$ cat config.mk
export PLATFORM = sky130hd
export DESIGN_NAME = pas_front
export DESIGN_NICKNAME = d
export VERILOG_FILES = /design/src/hw/rtl/polygon_area_shoelace_assert.svh /design/src/hw/rtl/pas_pkg.sv /design/src/hw/rtl/pas_front.sv
export SDC_FILE = /design/constraint.sdc
export NUM_CORES = 1
export LEC_CHECK = 0
export BUFFER_PORTS_ARGS = -buffer_cell sky130_fd_sc_hd__buf_2
export CAP_MARGIN = 10
export CORE_ASPECT_RATIO = 1.75
export CORE_MARGIN = 2
export CORE_UTILIZATION = 51
export CTS_CLUSTER_SIZE = 24
export DETAILED_ROUTE_END_ITERATION = 8
export GPL_TIMING_DRIVEN = 0
export PLACE_DENSITY = 0.86
export SLEW_MARGIN = 20
export SYNTH_ARGS = -nofsm -noshare
export SYNTH_HDL_FRONTEND = slang
export SYNTH_SLANG_ARGS = --single-unit
$ cat constraint.sdc
create_clock -name clock -period 2.9 [get_ports clock]
set_input_delay 0.58 -clock clock [delete_from_list [all_inputs] [get_ports clock]]
set_output_delay 0.58 -clock clock [all_outputs]
set_load 0.005 [all_outputs]
$ cat src/hw/rtl/polygon_area_shoelace_assert.svh
// Assertion macros shared by the shoelace area block.
`ifndef POLYGON_AREA_SHOELACE_ASSERT_SVH
`define POLYGON_AREA_SHOELACE_ASSERT_SVH

// Checked at every rising clock edge outside reset.
`define PAS_ASSERT(label, clk, rst, prop, msg) \
   label: assert property (@(posedge clk) disable iff (rst) prop) else $error(msg);

// Checked at every rising clock edge, reset included.
`define PAS_ASSERT_ALWAYS(label, clk, prop, msg) \
   label: assert property (@(posedge clk) prop) else $error(msg);

`endif

$ cat src/hw/rtl/pas_pkg.sv
package pas_pkg;

   localparam int CoordWidth = 24;
   localparam int ProdWidth  = 2 * CoordWidth;
   localparam int SumWidth   = 64;
   localparam int AreaWidth  = 63;
   localparam int CountWidth = 2;
   localparam int QueueDepth = 2;
   localparam int QueuePtrWidth = $clog2(QueueDepth);
   localparam int QueueCntWidth = $clog2(QueueDepth + 1);

   // Vertex count at which the front stops counting.
   localparam logic [CountWidth-1:0] CountMax = CountWidth'(3);

   typedef logic signed [CoordWidth-1:0] coord_type;
   typedef logic signed [ProdWidth-1:0]  prod_type;
   typedef logic signed [SumWidth-1:0]   sum_type;

   // One classified vertex handed from the front to the back.
   typedef struct packed {
      coord_type prev_x;
      coord_type prev_y;
      coord_type cur_x;
      coord_type cur_y;
      coord_type first_x;
      coord_type first_y;
      logic      has_prev;
      logic      last;
      logic      too_few;
   } entry_type;

endpackage

$ cat src/hw/rtl/pas_front.sv
module pas_front (
   input  logic                    clock,
   input  logic                    reset,
   input  pas_pkg::coord_type      req_vertex_x,
   input  pas_pkg::coord_type      req_vertex_y,
   input  logic                    req_last_vertex,
   input  logic                    req_valid,
   output logic                    req_ready,
   output logic                    push_valid,
   output pas_pkg::entry_type      push_data,
   input  logic                    push_ready
);

   pas_pkg::coord_type first_x_ff, first_x_in;
   pas_pkg::coord_type first_y_ff, first_y_in;
   pas_pkg::coord_type prev_x_ff, prev_x_in;
   pas_pkg::coord_type prev_y_ff, prev_y_in;
   logic [pas_pkg::CountWidth-1:0] count_ff, count_in;
   logic accept;
   logic is_first;

   assign req_ready  = push_ready;
   assign push_valid = req_valid;
   assign accept     = req_valid && push_ready;
   assign is_first   = (count_ff == '0);

   always_comb begin
      push_data.prev_x   = prev_x_ff;
      push_data.prev_y   = prev_y_ff;
      push_data.cur_x    = req_vertex_x;
      push_data.cur_y    = req_vertex_y;
      push_data.first_x  = is_first ? req_vertex_x : first_x_ff;
      push_data.first_y  = is_first ? req_vertex_y : first_y_ff;
      push_data.has_prev = !is_first;
      push_data.last     = req_last_vertex;
      // The count after this vertex is below three when it was below two.
      push_data.too_few  = (count_ff < (pas_pkg::CountMax - pas_pkg::CountWidth'(1)));
   end

   always_comb begin
      first_x_in = first_x_ff;
      first_y_in = first_y_ff;
      prev_x_in  = prev_x_ff;
      prev_y_in  = prev_y_ff;
      count_in   = count_ff;
      if (accept) begin
         if (req_last_vertex) begin
            first_x_in = '0;
            first_y_in = '0;
            prev_x_in  = '0;
            prev_y_in  = '0;
            count_in   = '0;
         end else begin
            if (is_first) begin
               first_x_in = req_vertex_x;
               first_y_in = req_vertex_y;
            end
            prev_x_in = req_vertex_x;
            prev_y_in = req_vertex_y;
            if (count_ff != pas_pkg::CountMax) begin
               count_in = count_ff + pas_pkg::CountWidth'(1);
            end
         end
      end
   end

   always_ff @(posedge clock) begin
      if (reset) begin
         first_x_ff <= '0;
         first_y_ff <= '0;
         prev_x_ff  <= '0;
         prev_y_ff  <= '0;
         count_ff   <= '0;
      end else begin
         first_x_ff <= first_x_in;
         first_y_ff <= first_y_in;
         prev_x_ff  <= prev_x_in;
         prev_y_ff  <= prev_y_in;
         count_ff   <= count_in;
      end
   end

endmodule

==> run metrics <==
number of flops mapped to enable cells by yosys 0; FF-to-FF Start count_ff[0]$_SDFFE_PP0P_; post-synthesis cell area 0.00450 mm^2; starting density of the core 52.3%; startpoint types register; port buffer count 200; area leader, netlist dfxtp_1; period utilization 83.9%; post_cts resized 0; Period minus WS final 2.43 ns; worst vdd ir 0.000382 V; Routed WL 12.6 mm; setup_tns 0 ns; initial antenna violation count 0; outcome complete, no violations; DRC Markers 0; Yosys top cell area share 43.6%; grt total ovfl 0; 1st-iter DRT viols 130; Core Rows 45; Max Slew Vio Count 0; Reg area 0.00196 mm^2; hpwl dp 9.66 mm; Top FF cell, synth dfxtp_1; Async S/R FF share, synth 0%; FMAX 0.411 GHz; Final setup violation count 0; skew final 0.00436 ns; max_cap viols 0; power density over the cells 542 mW/mm^2; GRT Util Overall 25.7%; # diodes 0; Placed Cells 765; Worst-Margin Slew 0.497 ns; Setup Buffers After CTS 0; WP data arrival 1.85 ns; Worst Path Max Fanout 10; Setup CP Type register to output port; Hold Crit Class register to register; area occupied by multi-input gates 0.00193 mm^2; Synth Warn # 0; CTS max path bufs 2; sequential share of the synthesized area 43.6%; vias in the first global route 4,042; Sink Count 98; TritonCTS clock tree yes; Synth Register Bits 98; clock latency on the worst-skew pair 0.34 ns; hold_sp prev_y_ff[15]$_SDFFE_PP0P_; Core Box Area 0.00861 mm^2; total die area 0.00963 mm^2; DRT antenna net count 0; number of buffers added to fix hold violations after cts 0; Max H-tree Level 3; post-synthesis cell count 448; Die X 75.0 um; Setup crit end kind output port; first-pass GRT wire length 19.0 mm; most frequent cells after synthesis 98 x dfxtp_1, 59 x buf_4, 50 x a21oi_1; post-route insts no fill 781; synth top area cells dfxtp_1 44%, a32o_1 11%, buf_4 9.8%; I/O pins 202; Net Count, Synth 503; Clock Pin Slew Worst Setup and Hold Paths 0.07 ns; pin count of the biggest net entering global routing 17; syn_area_per_cell 10.1 um^2; Nets 714; Cell variety after synth 22; routed vias 4,276; Avg Vias per Cell 5.48; Fill cells 683; Critical Path RT 2.32 ns; DR WL/cell 16.1 um; CTS Buf Count 9; RSZ-0062 raised after global routing false; launch point of the worst path count_ff[0]$_SDFFE_PP0P_; Final Hold Fails 0; P&R area growth vs syn 33.1%; Lkg Pwr 2.73 nW; share of layout cells above drive strength 1 50.0%; cell with the most instances after synthesis dfxtp_1; Die H 128 um; CTS root buf clkbuf_16; Pre-Repair DR Iteration Count 7; Routability Congestion 0.818; relative slew slack 66.9%
## sequential cells by signal, indices dropped and copies added, names as in the netlist
register,count
first_x_ff,24
prev_x_ff,24
prev_y_ff,24
first_y_ff,24
count_ff,2
## placed cells by master, fill, tap and decap left out
cell,Yosys,routed
buf_2,8,208
dfxtp_1,98,98
buf_4,59,59
a21oi_1,50,50
nand2_1,49,49
a32o_1,48,48
nand3b_1,48,48
mux2_2,34,34
clkbuf_1,23,23
mux2_4,9,9
clkbuf_16,0,9
mux2_1,5,5
buf_6,3,3
bufinv_16,0,3
inv_1,2,2
o21ai_1,2,2
nand3_1,2,2
ha_1,2,2
clkinv_2,0,2
inv_2,1,1
and2_1,1,1
nor2_4,1,1
nor2_2,1,1
nor2b_1,1,1
nor2_1,1,1
inv_6,0,1
clkinvlp_4,0,1
## cell type report
type / count / area share [%]
sequential: 98 / 32.7
multi-input combinational: 254 / 32.2
timing repair buffer: 200 / 16.7
buffer: 93 / 10.1
clock buffer: 9 / 3.76
tap: 117 / 2.44
clock inverter: 7 / 1.94
inverter: 3 / 0.188
## logic make-up after synthesis
logic type	after synthesis	synth area share, %
flops	98	43.6
compound gates	100	16.4
mux	48	12.7
simple gates	104	13.1
fa+ha+maj	2	0.555
buf+inv	96	13.6
## path summary, 6_finish.rpt
| kind | slack (ns) | to | cells past startpoint |
|---|---|---|---|
| worst max-delay path | 0.47 | push_data[45] | 5 |
| worst min-delay path | 0.45 | prev_y_ff[15]$_SDFFE_PP0P_ | 2 |
| worst max register to register | 1.19 | first_x_ff[2]$_SDFFE_PP0P_ | 6 |
| worst min register to register | 0.45 | prev_y_ff[15]$_SDFFE_PP0P_ | 2 |
## where the power goes
part | internal (mW) | total [mW] | switching (mW)
clock | 0.842 | 1.34 | 0.499
sequential | 1.39 | 1.41 | 0.0203
combinational | 0.253 | 0.501 | 0.248
total | 2.48 | 3.25 | 0.767
## per-layer routing
layer	track usage (%)	wire length, um
met4	11.8	379
met1	26.2	4370
met2	47.1	7080
met3	6.37	765
met5	0	0
## critical path: stages, from the launching register on
cell	delay, ns
dfxtp_1	0.33
inv_1	0.09
ha_1	0.25
buf_2	0.31
mux2_2	0.41
buf_2	0.14
## through the flow
step	total power, mW	hold WS [ns]	setup WS (ns)	util (%)	area, um^2
after detailed placement	1.94	0.441	0.834	65.6	5650
after global placement	1.92	0.435	0.865	65.6	5650
final	3.25	0.449	0.466	69.6	5990
after floorplan	1.71	0.435	1.13	-	4500
after global routing	3.37	0.462	0.375	69.6	5990
after CTS	3.27	0.449	0.455	69.6	5990
Power figures use the tool's default switching activity.
