==> src/hw/rtl/polygon_area_shoelace_assert.svh <==
// Assertion macros shared by the shoelace area block.
`ifndef POLYGON_AREA_SHOELACE_ASSERT_SVH
`define POLYGON_AREA_SHOELACE_ASSERT_SVH

// Checked at every rising clock edge outside reset.
`define PAS_ASSERT(label, clk, rst, prop, msg) \
   label: assert property (@(posedge clk) disable iff (rst) prop) else $error(msg);

// Checked at every rising clock edge, reset included.
`define PAS_ASSERT_ALWAYS(label, clk, prop, msg) \
   label: assert property (@(posedge clk) prop) else $error(msg);

`endif

==> src/hw/rtl/pas_pkg.sv <==
package pas_pkg;

   localparam int CoordWidth = 24;
   localparam int ProdWidth  = 2 * CoordWidth;
   localparam int SumWidth   = 64;
   localparam int AreaWidth  = 63;
   localparam int CountWidth = 2;
   localparam int QueueDepth = 2;
   localparam int QueuePtrWidth = $clog2(QueueDepth);
   localparam int QueueCntWidth = $clog2(QueueDepth + 1);

   // Vertex count at which the front stops counting.
   localparam logic [CountWidth-1:0] CountMax = CountWidth'(3);

   typedef logic signed [CoordWidth-1:0] coord_type;
   typedef logic signed [ProdWidth-1:0]  prod_type;
   typedef logic signed [SumWidth-1:0]   sum_type;

   // One classified vertex handed from the front to the back.
   typedef struct packed {
      coord_type prev_x;
      coord_type prev_y;
      coord_type cur_x;
      coord_type cur_y;
      coord_type first_x;
      coord_type first_y;
      logic      has_prev;
      logic      last;
      logic      too_few;
   } entry_type;

endpackage

==> src/hw/rtl/pas_queue.sv <==
module pas_queue (
   input  logic               clock,
   input  logic               reset,
   input  logic               push_valid,
   input  pas_pkg::entry_type push_data,
   output logic               push_ready,
   output logic               pop_valid,
   output pas_pkg::entry_type pop_data,
   input  logic               pop_ready
);

   pas_pkg::entry_type slots_ff [pas_pkg::QueueDepth];
   logic [pas_pkg::QueuePtrWidth-1:0] wr_ptr_ff, wr_ptr_in;
   logic [pas_pkg::QueuePtrWidth-1:0] rd_ptr_ff, rd_ptr_in;
   logic [pas_pkg::QueueCntWidth-1:0] count_ff, count_in;
   logic push;
   logic pop;

   assign push_ready = (count_ff != pas_pkg::QueueCntWidth'(pas_pkg::QueueDepth));
   assign pop_valid  = (count_ff != '0);
   assign pop_data   = slots_ff[rd_ptr_ff];
   assign push       = push_valid && push_ready;
   assign pop        = pop_valid && pop_ready;

   function automatic logic [pas_pkg::QueuePtrWidth-1:0] next_ptr(
      input logic [pas_pkg::QueuePtrWidth-1:0] ptr
   );
      if (ptr == pas_pkg::QueuePtrWidth'(pas_pkg::QueueDepth - 1)) begin
         return '0;
      end
      return ptr + pas_pkg::QueuePtrWidth'(1);
   endfunction

   always_comb begin
      wr_ptr_in = push ? next_ptr(wr_ptr_ff) : wr_ptr_ff;
      rd_ptr_in = pop ? next_ptr(rd_ptr_ff) : rd_ptr_ff;
      count_in  = count_ff;
      if (push && !pop) begin
         count_in = count_ff + pas_pkg::QueueCntWidth'(1);
      end else if (pop && !push) begin
         count_in = count_ff - pas_pkg::QueueCntWidth'(1);
      end
   end

   always_ff @(posedge clock) begin
      if (push) begin
         slots_ff[wr_ptr_ff] <= push_data;
      end
   end

   always_ff @(posedge clock) begin
      if (reset) begin
         wr_ptr_ff <= '0;
         rd_ptr_ff <= '0;
         count_ff  <= '0;
      end else begin
         wr_ptr_ff <= wr_ptr_in;
         rd_ptr_ff <= rd_ptr_in;
         count_ff  <= count_in;
      end
   end

endmodule

==> config.mk <==
export PLATFORM = sky130hd
export DESIGN_NAME = pas_queue
export DESIGN_NICKNAME = d
export VERILOG_FILES = /design/src/hw/rtl/polygon_area_shoelace_assert.svh /design/src/hw/rtl/pas_pkg.sv /design/src/hw/rtl/pas_queue.sv
export SDC_FILE = /design/constraint.sdc
export NUM_CORES = 1
export LEC_CHECK = 0
export BUFFER_PORTS_ARGS = -buffer_cell sky130_fd_sc_hd__buf_2
export CAP_MARGIN = 20
export CORE_MARGIN = 3
export CORE_UTILIZATION = 50
export DETAILED_ROUTE_END_ITERATION = 10
export PLACE_DENSITY = 0.87
export SLEW_MARGIN = 30
export SYNTH_ARGS = -nofsm -noshare
export SYNTH_HDL_FRONTEND = slang
export SYNTH_SLANG_ARGS = --single-unit
==> constraint.sdc <==
create_clock -name clock -period 8.5 [get_ports clock]
set_input_delay 1.275 -clock clock [delete_from_list [all_inputs] [get_ports clock]]
set_output_delay 1.275 -clock clock [all_outputs]
set_load 0.01 [all_outputs]
==> impl_metrics.prom, run 1 <==
# TYPE chip_impl_metric gauge
chip_impl_metric{name="antenna_violations_before_repair",unit=""} 2
chip_impl_info{name="status",value="complete, no violations"} 1
chip_impl_metric{name="power.static_leakage",unit="uW"} 0.00503
chip_impl_metric{name="synth_xor_area_share",unit="%"} 0.242
chip_impl_metric{name="worst_clock_skew",unit="ps"} 9.05
chip_impl_metric{name="fmaxAchievable",unit="GHz"} 0.221
chip_impl_metric{name="max_slew.worst_pin.slew",unit="ps"} 825
chip_impl_metric{name="placement.setup.worst_slack",unit="ps"} 4470
chip_impl_metric{name="final_min_period_over_clock_period",unit="%"} 53.3
chip_impl_metric{name="fin_nets",unit=""} 952
chip_impl_info{name="rsz_0062_raised_after_global_routing",value="false"} 1
chip_impl_info{name="min_path_type",value="flip-flop to flip-flop"} 1
chip_impl_metric{name="post-cts-setup-buffer-count",unit=""} 0
chip_impl_metric{name="finalWorstPathRequiredPeriod",unit="ps"} 4530
chip_impl_metric{name="synth_compound_gate_area_share",unit="%"} 0.276
chip_impl_metric{name="die_area",unit="um^2"} 23600
chip_impl_metric{name="worstSkewPairLatency",unit="ps"} 530
chip_impl_info{name="tritoncts",value="yes"} 1
chip_impl_metric{name="fillCellCount",unit=""} 1451
chip_impl_metric{name="ff_latch_area",unit="um^2"} 8930
chip_impl_info{name="r2r_end",value="slots_ff[0][18]"} 1
chip_impl_metric{name="ir_worst_vdd",unit="mV"} 0.238
chip_impl_metric{name="detail_route.drc_violations",unit=""} 0
chip_impl_metric{name="sequential_fraction_of_the_synthesis_area",unit="%"} 82.1
chip_impl_metric{name="max-slew-margin-rel",unit="%"} 45.0
chip_impl_metric{name="cts.htree.levels",unit=""} 1
chip_impl_metric{name="cap_viol_max_count",unit=""} 0
chip_impl_metric{name="numClockSinks",unit=""} 299
chip_impl_metric{name="whs",unit="ps"} 503
chip_impl_metric{name="synth_seq_cells",unit=""} 299
chip_impl_metric{name="syn_area",unit="um^2"} 10900
chip_impl_metric{name="crit_arrival",unit="ps"} 3250
chip_impl_metric{name="wire_length_of_the_first_global_routing_pass",unit="um"} 32300
chip_impl_metric{name="worst-r2r-cell-count",unit=""} 4
chip_impl_metric{name="initial_utilization",unit="%"} 51.2
chip_impl_metric{name="setup_ws",unit="ps"} 3970
chip_impl_info{name="critical_path_class",value="flip-flop to primary output"} 1
chip_impl_metric{name="dp_hpwl",unit="um"} 13700
chip_impl_metric{name="cts_buffer_depth",unit=""} 3
chip_impl_metric{name="layout-drive-gt1-share",unit="%"} 60.1
chip_impl_metric{name="postCtsResizedCells",unit=""} 0
chip_impl_metric{name="post_synth_fa_ha_maj_area_fraction",unit="%"} 0.115
chip_impl_metric{name="finalSetupTns",unit="ps"} 0
chip_impl_metric{name="routed_wire_length",unit="um"} 20800
chip_impl_info{name="clock_tree.root_cell",value="sky130_fd_sc_hd__clkbuf_16"} 1
chip_impl_metric{name="grt.overflow.total",unit=""} 0
chip_impl_metric{name="mean_area_per_synthesized_cell",unit="um^2"} 22.6
chip_impl_metric{name="critPathRequiredTime",unit="ps"} 7220
chip_impl_metric{name="cts.hold.buffers_added",unit=""} 0
chip_impl_metric{name="antenna_violating_nets_post_route",unit=""} 0
chip_impl_metric{name="worstPathMaxFanout",unit=""} 53
chip_impl_metric{name="r2r_slack",unit="ps"} 6030
chip_impl_metric{name="final_core_utilization",unit="%"} 63.7
chip_impl_metric{name="finalMaxSlewViolations",unit=""} 0
chip_impl_metric{name="die-width",unit="um"} 153
chip_impl_info{name="hold_path.startpoint",value="rd_ptr_ff"} 1
chip_impl_metric{name="grt_max_degree",unit=""} 83
chip_impl_metric{name="io_buffer_count",unit=""} 299
chip_impl_metric{name="clk_pin_slew",unit="ps"} 60
chip_impl_metric{name="min_delay_path_depth",unit=""} 2
chip_impl_metric{name="core_area",unit="um^2"} 21200
chip_impl_metric{name="yosys.area_share.simple",unit="%"} 0.460
chip_impl_metric{name="power.density",unit="nW/um^2"} 296
chip_impl_metric{name="floorplan.rows",unit=""} 53
chip_impl_metric{name="syn2layout_area_growth",unit="%"} 24.3
chip_impl_metric{name="dieHeight",unit="um"} 153
chip_impl_info{name="endpoint_of_the_worst_hold_timing_path",value="rd_ptr_ff"} 1
chip_impl_info{name="synth_top_family_by_area",value="multiplexers"} 1
chip_impl_metric{name="netlist-cell-type-count",unit=""} 19
chip_impl_metric{name="numCtsBuffers",unit=""} 29
chip_impl_metric{name="vias_in_the_first_global_route",unit=""} 5989
chip_impl_metric{name="num_antenna_cells",unit=""} 0
chip_impl_metric{name="post_drt_via_cell_ratio",unit=""} 5.10
chip_impl_metric{name="postSynthCellCount",unit=""} 481
chip_impl_metric{name="grt_use_total",unit="%"} 17.2
chip_impl_metric{name="muxShareOfSynthArea",unit="%"} 15.2
chip_impl_metric{name="dr_total_vias",unit=""} 5595
chip_impl_metric{name="num_io_pins",unit=""} 300
chip_impl_metric{name="routabilityCongestion",unit=""} 0.750
chip_impl_metric{name="initialDrtViolationCount",unit=""} 307
chip_impl_info{name="worstReg2RegStart",value="count_ff[0]"} 1
chip_impl_metric{name="multiInputGateArea",unit="um^2"} 1780
chip_impl_metric{name="synth.yosys.warnings",unit=""} 0
chip_impl_metric{name="hold_viol_final",unit=""} 0
chip_impl_info{name="setup.worst_path.start_class",value="flip-flop"} 1
chip_impl_metric{name="detail_route.wl_per_cell",unit="um"} 18.9
chip_impl_info{name="crit_path_end_kind",value="primary output"} 1
chip_impl_metric{name="syn-num-nets",unit=""} 633
chip_impl_metric{name="report.final.setup_viol",unit=""} 0
chip_impl_metric{name="detail_route.first_pass.iterations",unit=""} 4
-- registers in the layout (all words and copies together), names as in the netlist, named ones only --
register,count
slots_ff,294
wr_ptr_ff,1
rd_ptr_ff,1
count_ff,2
-- stage by stage --
stage	power (uW)	cell area (um^2)	cells
2_1_floorplan	2550	10900	481
3_3_place_gp	2830	12600	1043
3_5_place_dp	2860	12600	1044
4_1_cts	4050	13500	1097
5_1_grt	4180	13500	1097
6_report	4010	13500	1097
-- area by class of cell --
class,instances,share of cell area (%)
clock inverters,8,0.444
flip-flops and latches,299,66.1
well taps,275,2.55
inverters,1,0.0648
multi-input cells,165,13.2
repair buffers,304,11.5
clock buffers,45,6.18
-- placed cells by master, fill, tap and decap left out --
master	count
sky130_fd_sc_hd__and2_1	1
sky130_fd_sc_hd__mux2_2	147
sky130_fd_sc_hd__or2_2	1
sky130_fd_sc_hd__clkbuf_8	5
sky130_fd_sc_hd__clkinv_2	3
sky130_fd_sc_hd__nand3b_1	1
sky130_fd_sc_hd__dfxtp_4	1
sky130_fd_sc_hd__bufinv_16	1
sky130_fd_sc_hd__a21bo_2	1
sky130_fd_sc_hd__nor2_1	3
sky130_fd_sc_hd__or3_1	1
sky130_fd_sc_hd__and3_4	1
sky130_fd_sc_hd__o21ai_0	2
sky130_fd_sc_hd__clkbuf_1	11
sky130_fd_sc_hd__buf_2	299
sky130_fd_sc_hd__a21oi_1	2
sky130_fd_sc_hd__clkinv_1	4
sky130_fd_sc_hd__buf_6	2
sky130_fd_sc_hd__nand2b_1	1
sky130_fd_sc_hd__buf_4	2
sky130_fd_sc_hd__buf_12	1
sky130_fd_sc_hd__inv_6	1
sky130_fd_sc_hd__dfxtp_1	4
sky130_fd_sc_hd__clkbuf_16	29
sky130_fd_sc_hd__xor2_1	3
sky130_fd_sc_hd__edfxtp_1	294
sky130_fd_sc_hd__ha_1	1
-- cells in the mapped netlist, drive strengths merged --
library cell / instances / share of area [%]
a21bo: 1 / 0.092
a21oi: 2 / 0.092
and2: 1 / 0.058
and3: 1 / 0.058
buf: 16 / 1.5
dfxtp: 5 / 0.92
edfxtp: 294 / 81
ha: 1 / 0.12
inv: 1 / 0.034
mux2: 147 / 15
nand2b: 1 / 0.058
nand3b: 1 / 0.069
nor2: 3 / 0.10
o21ai: 2 / 0.092
or2: 1 / 0.058
or3: 1 / 0.058
xor2: 3 / 0.24
-- worst max-delay path by stage --
stage / start / to / cells after the start
2_1_floorplan: push_valid / slots_ff[1][0] / 1
3_3_place_gp: flip-flop / pop_data[7] / 4
3_5_place_dp: flip-flop / pop_data[7] / 4
4_1_cts: flip-flop / pop_data[7] / 4
5_1_grt: flip-flop / pop_data[41] / 4
6_report: flip-flop / pop_data[40] / 4
-- power by group --
part	total [uW]	internal (uW)	switching [uW]
combinational	900	422	478
sequential	1910	1840	71.2
clock	1190	700	491
total	4010	2970	1040
-- layer usage --
| metal | track usage, % | wire length, um | up-vias |
|---|---|---|---|
| met5 | 0 | 24 | - |
| met4 | 5.38 | 637 | 4 |
| met3 | 4.50 | 1530 | 50 |
| met2 | 29.7 | 10500 | 251 |
| met1 | 21.4 | 8060 | 2733 |
| li1 | - | - | 2557 |
-- logic make-up (layout without fill, tap and decap cells) --
group / count (synthesis) / in the layout
mux: 147 / 147
compound gates: 5 / 5
xor+xnor: 3 / 3
flops: 299 / 299
fa+ha+maj: 1 / 1
buf+inv: 17 / 358
simple gates: 9 / 9
-- critical path, stage by stage, from the launching register on --
cell and delay [ps]:
sky130_fd_sc_hd__dfxtp_4 730, sky130_fd_sc_hd__buf_4 640, sky130_fd_sc_hd__buf_4 670, sky130_fd_sc_hd__mux2_2 430, sky130_fd_sc_hd__buf_2 140
No activity file was read; power rests on OpenSTA's default activity.
==> run 2: changes to the inputs <==
Settings changed: ABC_AREA set to 1, CORE_UTILIZATION 50 to 47, PLACE_DENSITY 0.87 to 0.86.
Clock period 8.5 ns to 3.9 ns, I/O delays scaled along.
==> impl_metrics.prom, run 2 <==
# TYPE chip_impl_metric gauge
chip_impl_info{name="hold_path.startpoint",value="push_data[114]"} 1
chip_impl_info{name="critical_path_class",value="flip-flop to primary output"} 1
chip_impl_metric{name="power.static_leakage",unit="uW"} 0.00505
chip_impl_metric{name="number_of_synthesized_flops_with_an_enable_pin",unit=""} 294
chip_impl_metric{name="final_core_utilization",unit="%"} 59.7
chip_impl_metric{name="io_buffer_count",unit=""} 299
chip_impl_metric{name="finalMaxSlewViolations",unit=""} 0
chip_impl_metric{name="initialDrtViolationCount",unit=""} 296
chip_impl_metric{name="dieHeight",unit="um"} 158
chip_impl_metric{name="syn_area",unit="um^2"} 10900
chip_impl_metric{name="routed_wire_length",unit="um"} 20600
chip_impl_metric{name="die-width",unit="um"} 158
chip_impl_metric{name="syn-num-nets",unit=""} 646
chip_impl_metric{name="finalSetupTns",unit="ps"} 0
chip_impl_metric{name="r2r_slack",unit="ps"} 1870
chip_impl_metric{name="dr_total_vias",unit=""} 5600
chip_impl_metric{name="worstSkewPairLatency",unit="ps"} 530
chip_impl_metric{name="detail_route.first_pass.iterations",unit=""} 4
chip_impl_metric{name="num_io_pins",unit=""} 300
chip_impl_info{name="min_path_type",value="primary input to flip-flop"} 1
chip_impl_metric{name="die_area",unit="um^2"} 25000
chip_impl_metric{name="synth_seq_cells",unit=""} 299
chip_impl_metric{name="cap_viol_max_count",unit=""} 0
chip_impl_metric{name="grt.overflow.total",unit=""} 0
chip_impl_metric{name="synth_async_sr_flop_share",unit="%"} 0
chip_impl_metric{name="dp_cells",unit=""} 1066
chip_impl_metric{name="fillCellCount",unit=""} 1652
chip_impl_info{name="dominantRegCellSynth",value="sky130_fd_sc_hd__edfxtp_1"} 1
chip_impl_metric{name="synthDominantCellAreaShare",unit="%"} 81.0
chip_impl_info{name="setup.worst_path.start_class",value="flip-flop"} 1
chip_impl_metric{name="fin_nets",unit=""} 964
chip_impl_metric{name="dp_hpwl",unit="um"} 13200
chip_impl_info{name="synth.top_cells.by_area",value="sky130_fd_sc_hd__edfxtp_1, sky130_fd_sc_hd__mux2_2, sky130_fd_sc_hd__buf_6"} 1
chip_impl_metric{name="detail_route.drc_violations",unit=""} 0
chip_impl_metric{name="synth_xor_area_share",unit="%"} 0
chip_impl_info{name="synth.most_common_cell",value="sky130_fd_sc_hd__edfxtp_1"} 1
chip_impl_metric{name="final_min_period_over_clock_period",unit="%"} 63.9
chip_impl_info{name="synth_top_family_by_area",value="multiplexers"} 1
chip_impl_metric{name="clk_pin_slew",unit="ps"} 60
chip_impl_metric{name="wire_length_of_the_first_global_routing_pass",unit="um"} 30400
chip_impl_metric{name="muxShareOfSynthArea",unit="%"} 15.2
chip_impl_metric{name="max_slew.worst_pin.slew",unit="ps"} 956
chip_impl_metric{name="numCtsBuffers",unit=""} 29
chip_impl_info{name="rsz_0062_raised_after_global_routing",value="false"} 1
chip_impl_metric{name="design_area",unit="um^2"} 13600
chip_impl_metric{name="routabilityCongestion",unit=""} 0.753
chip_impl_metric{name="grt_max_degree",unit=""} 148
chip_impl_metric{name="yosys.area_share.simple",unit="%"} 0.700
chip_impl_metric{name="netlist-cell-type-count",unit=""} 13
chip_impl_metric{name="layout.cells.non_filler",unit=""} 1119
chip_impl_metric{name="crit_arrival",unit="ps"} 1910
chip_impl_metric{name="dpl_cell_area",unit="um^2"} 12700
chip_impl_info{name="synth_common_cells",value="sky130_fd_sc_hd__edfxtp_1, sky130_fd_sc_hd__mux2_2, sky130_fd_sc_hd__buf_6"} 1
chip_impl_metric{name="fmaxAchievable",unit="GHz"} 0.401
chip_impl_metric{name="grt_use_total",unit="%"} 15.4
chip_impl_metric{name="post_drt_via_cell_ratio",unit=""} 5.00
chip_impl_metric{name="layout-drive-gt1-share",unit="%"} 58.8
chip_impl_info{name="status",value="complete, no violations"} 1
chip_impl_info{name="mostFrequentLayoutCell",value="sky130_fd_sc_hd__buf_2"} 1
chip_impl_metric{name="vias_in_the_first_global_route",unit=""} 5794
chip_impl_metric{name="cts.htree.levels",unit=""} 1
chip_impl_metric{name="detail_route.wl_per_cell",unit="um"} 18.4
chip_impl_info{name="tritoncts",value="yes"} 1
chip_impl_metric{name="hold_viol_final",unit=""} 0
chip_impl_info{name="yosysTopAreaCell",value="sky130_fd_sc_hd__edfxtp_1"} 1
chip_impl_metric{name="core_area",unit="um^2"} 22700
chip_impl_metric{name="largest_register_ffs",unit=""} 294
chip_impl_metric{name="initial_utilization",unit="%"} 48.0
chip_impl_metric{name="postSynthCellCount",unit=""} 494
chip_impl_metric{name="post_synth_fa_ha_maj_area_fraction",unit="%"} 0.115
chip_impl_metric{name="multiInputGateArea",unit="um^2"} 1780
chip_impl_metric{name="synth_compound_gate_area_share",unit="%"} 0.184
chip_impl_metric{name="report.final.setup_viol",unit=""} 0
chip_impl_metric{name="cts.hold.buffers_added",unit=""} 0
chip_impl_info{name="worstReg2RegStart",value="count_ff[0]"} 1
chip_impl_metric{name="syn2layout_area_growth",unit="%"} 24.4
chip_impl_info{name="crit_path_end_kind",value="primary output"} 1
chip_impl_metric{name="numClockSinks",unit=""} 299
chip_impl_metric{name="sequential_fraction_of_the_synthesis_area",unit="%"} 81.9
chip_impl_metric{name="antenna_violating_nets_post_route",unit=""} 0
chip_impl_metric{name="worst_clock_skew",unit="ps"} 14.2
chip_impl_metric{name="floorplan.rows",unit=""} 55
chip_impl_info{name="clock_tree.root_cell",value="sky130_fd_sc_hd__clkbuf_16"} 1
chip_impl_metric{name="ir_worst_vdd",unit="mV"} 0.585
chip_impl_metric{name="mean_area_per_synthesized_cell",unit="um^2"} 22.1
chip_impl_metric{name="min_delay_path_depth",unit=""} 1
chip_impl_metric{name="antenna_violations_before_repair",unit=""} 2
chip_impl_metric{name="finalWorstPathRequiredPeriod",unit="ps"} 2490
chip_impl_metric{name="max-slew-margin-rel",unit="%"} 36.3
chip_impl_info{name="endpoint_of_the_worst_hold_timing_path",value="slots_ff[1][114]"} 1
chip_impl_info{name="top_regs",value="slots_ff (294), count_ff (2)"} 1
chip_impl_metric{name="power.density",unit="nW/um^2"} 636
chip_impl_info{name="largest_register",value="slots_ff"} 1
chip_impl_metric{name="ff_latch_area",unit="um^2"} 8930
chip_impl_metric{name="postCtsResizedCells",unit=""} 0
chip_impl_metric{name="synth.yosys.warnings",unit=""} 0
chip_impl_metric{name="worstPathMaxFanout",unit=""} 88
chip_impl_metric{name="worst-r2r-cell-count",unit=""} 5
chip_impl_metric{name="critPathRequiredTime",unit="ps"} 3310
chip_impl_info{name="layout.cells.most_common_list",value="sky130_fd_sc_hd__buf_2, sky130_fd_sc_hd__edfxtp_1, sky130_fd_sc_hd__mux2_2, sky130_fd_sc_hd__clkbuf_16"} 1
chip_impl_metric{name="cts_buffer_depth",unit=""} 3
chip_impl_info{name="r2r_end",value="slots_ff[1][104]"} 1
chip_impl_metric{name="post-cts-setup-buffer-count",unit=""} 0
-- run 2: changes by cell type in the layout (fill, tap and decap cells not counted), sizes merged, moves of 2 or more --
| cell | change |
|---|---|
| clkbuf | -10 |
| nand2 | +9 |
| clkinv | +7 |
| inv | +7 |
| nor2 | +4 |
| xor2 | -3 |
| nand3 | +2 |
-- run 2: area by class of cell --
cell class | count | area share [%]
Multi-Input combinational cell | 171 | 13.1
Tap cell | 285 | 2.63
Clock buffer | 35 | 5.52
Clock inverter | 17 | 0.933
Inverter | 8 | 0.222
Sequential cell | 299 | 65.9
Timing Repair Buffer | 303 | 11.6
Antenna cell | 1 | 0.0185
-- run 2: kinds of logic after synthesis --
logic type	after synthesis
AO/OA/AOI/OAI	4
flip-flops	299
multiplexers	147
buffers and inverters	24
adder cells (fa/ha/maj)	1
AND/OR/NAND/NOR	19
-- run 2: per-layer routing --
layer  GRT usage, %  vias to the layer above  wire length, um
met2           28.1                      207            11000
li1               -                     2592                -
met1           17.6                     2749             7350
met4           5.16                        2              684
met3           4.24                       50             1530
met5              0                        -               13
-- run 2: report_power, final --
group,switching (uW),internal (uW),leakage [uW],total (uW)
Combinational,1060,841,0.00184,1900
Clock,1070,1480,0.000427,2550
Sequential,99.8,4070,0.00278,4170
-- run 2: metrics by stage --
| stage | power (uW) | hold WS, ps | setup WS, ps |
|---|---|---|---|
| detailed placement | 6150 | 494 | 1860 |
| CTS | 8730 | 214 | 1380 |
| floorplan | 5490 | 465 | -1070 |
| global route | 9020 | 216 | 1340 |
| global placement | 6090 | 481 | 1880 |
| finish | 8620 | 243 | 1410 |
-- run 2: critical path, cell delays in order (launching register included) --
cell	delay, ps
sky130_fd_sc_hd__dfxtp_4	370
sky130_fd_sc_hd__buf_12	350
sky130_fd_sc_hd__mux2_2	400
sky130_fd_sc_hd__buf_2	140
-- run 2: how the worst max path moves through the flow --
stage,end,slack (ps),cells after the start
after CTS,pop_data[141],1380,3
after floorplan,slots_ff[0][0],-1070,2
after global placement,slots_ff[0][55],1880,4
final,pop_data[48],1410,3
after detailed placement,slots_ff[0][56],1860,4
after global routing,pop_data[48],1340,3
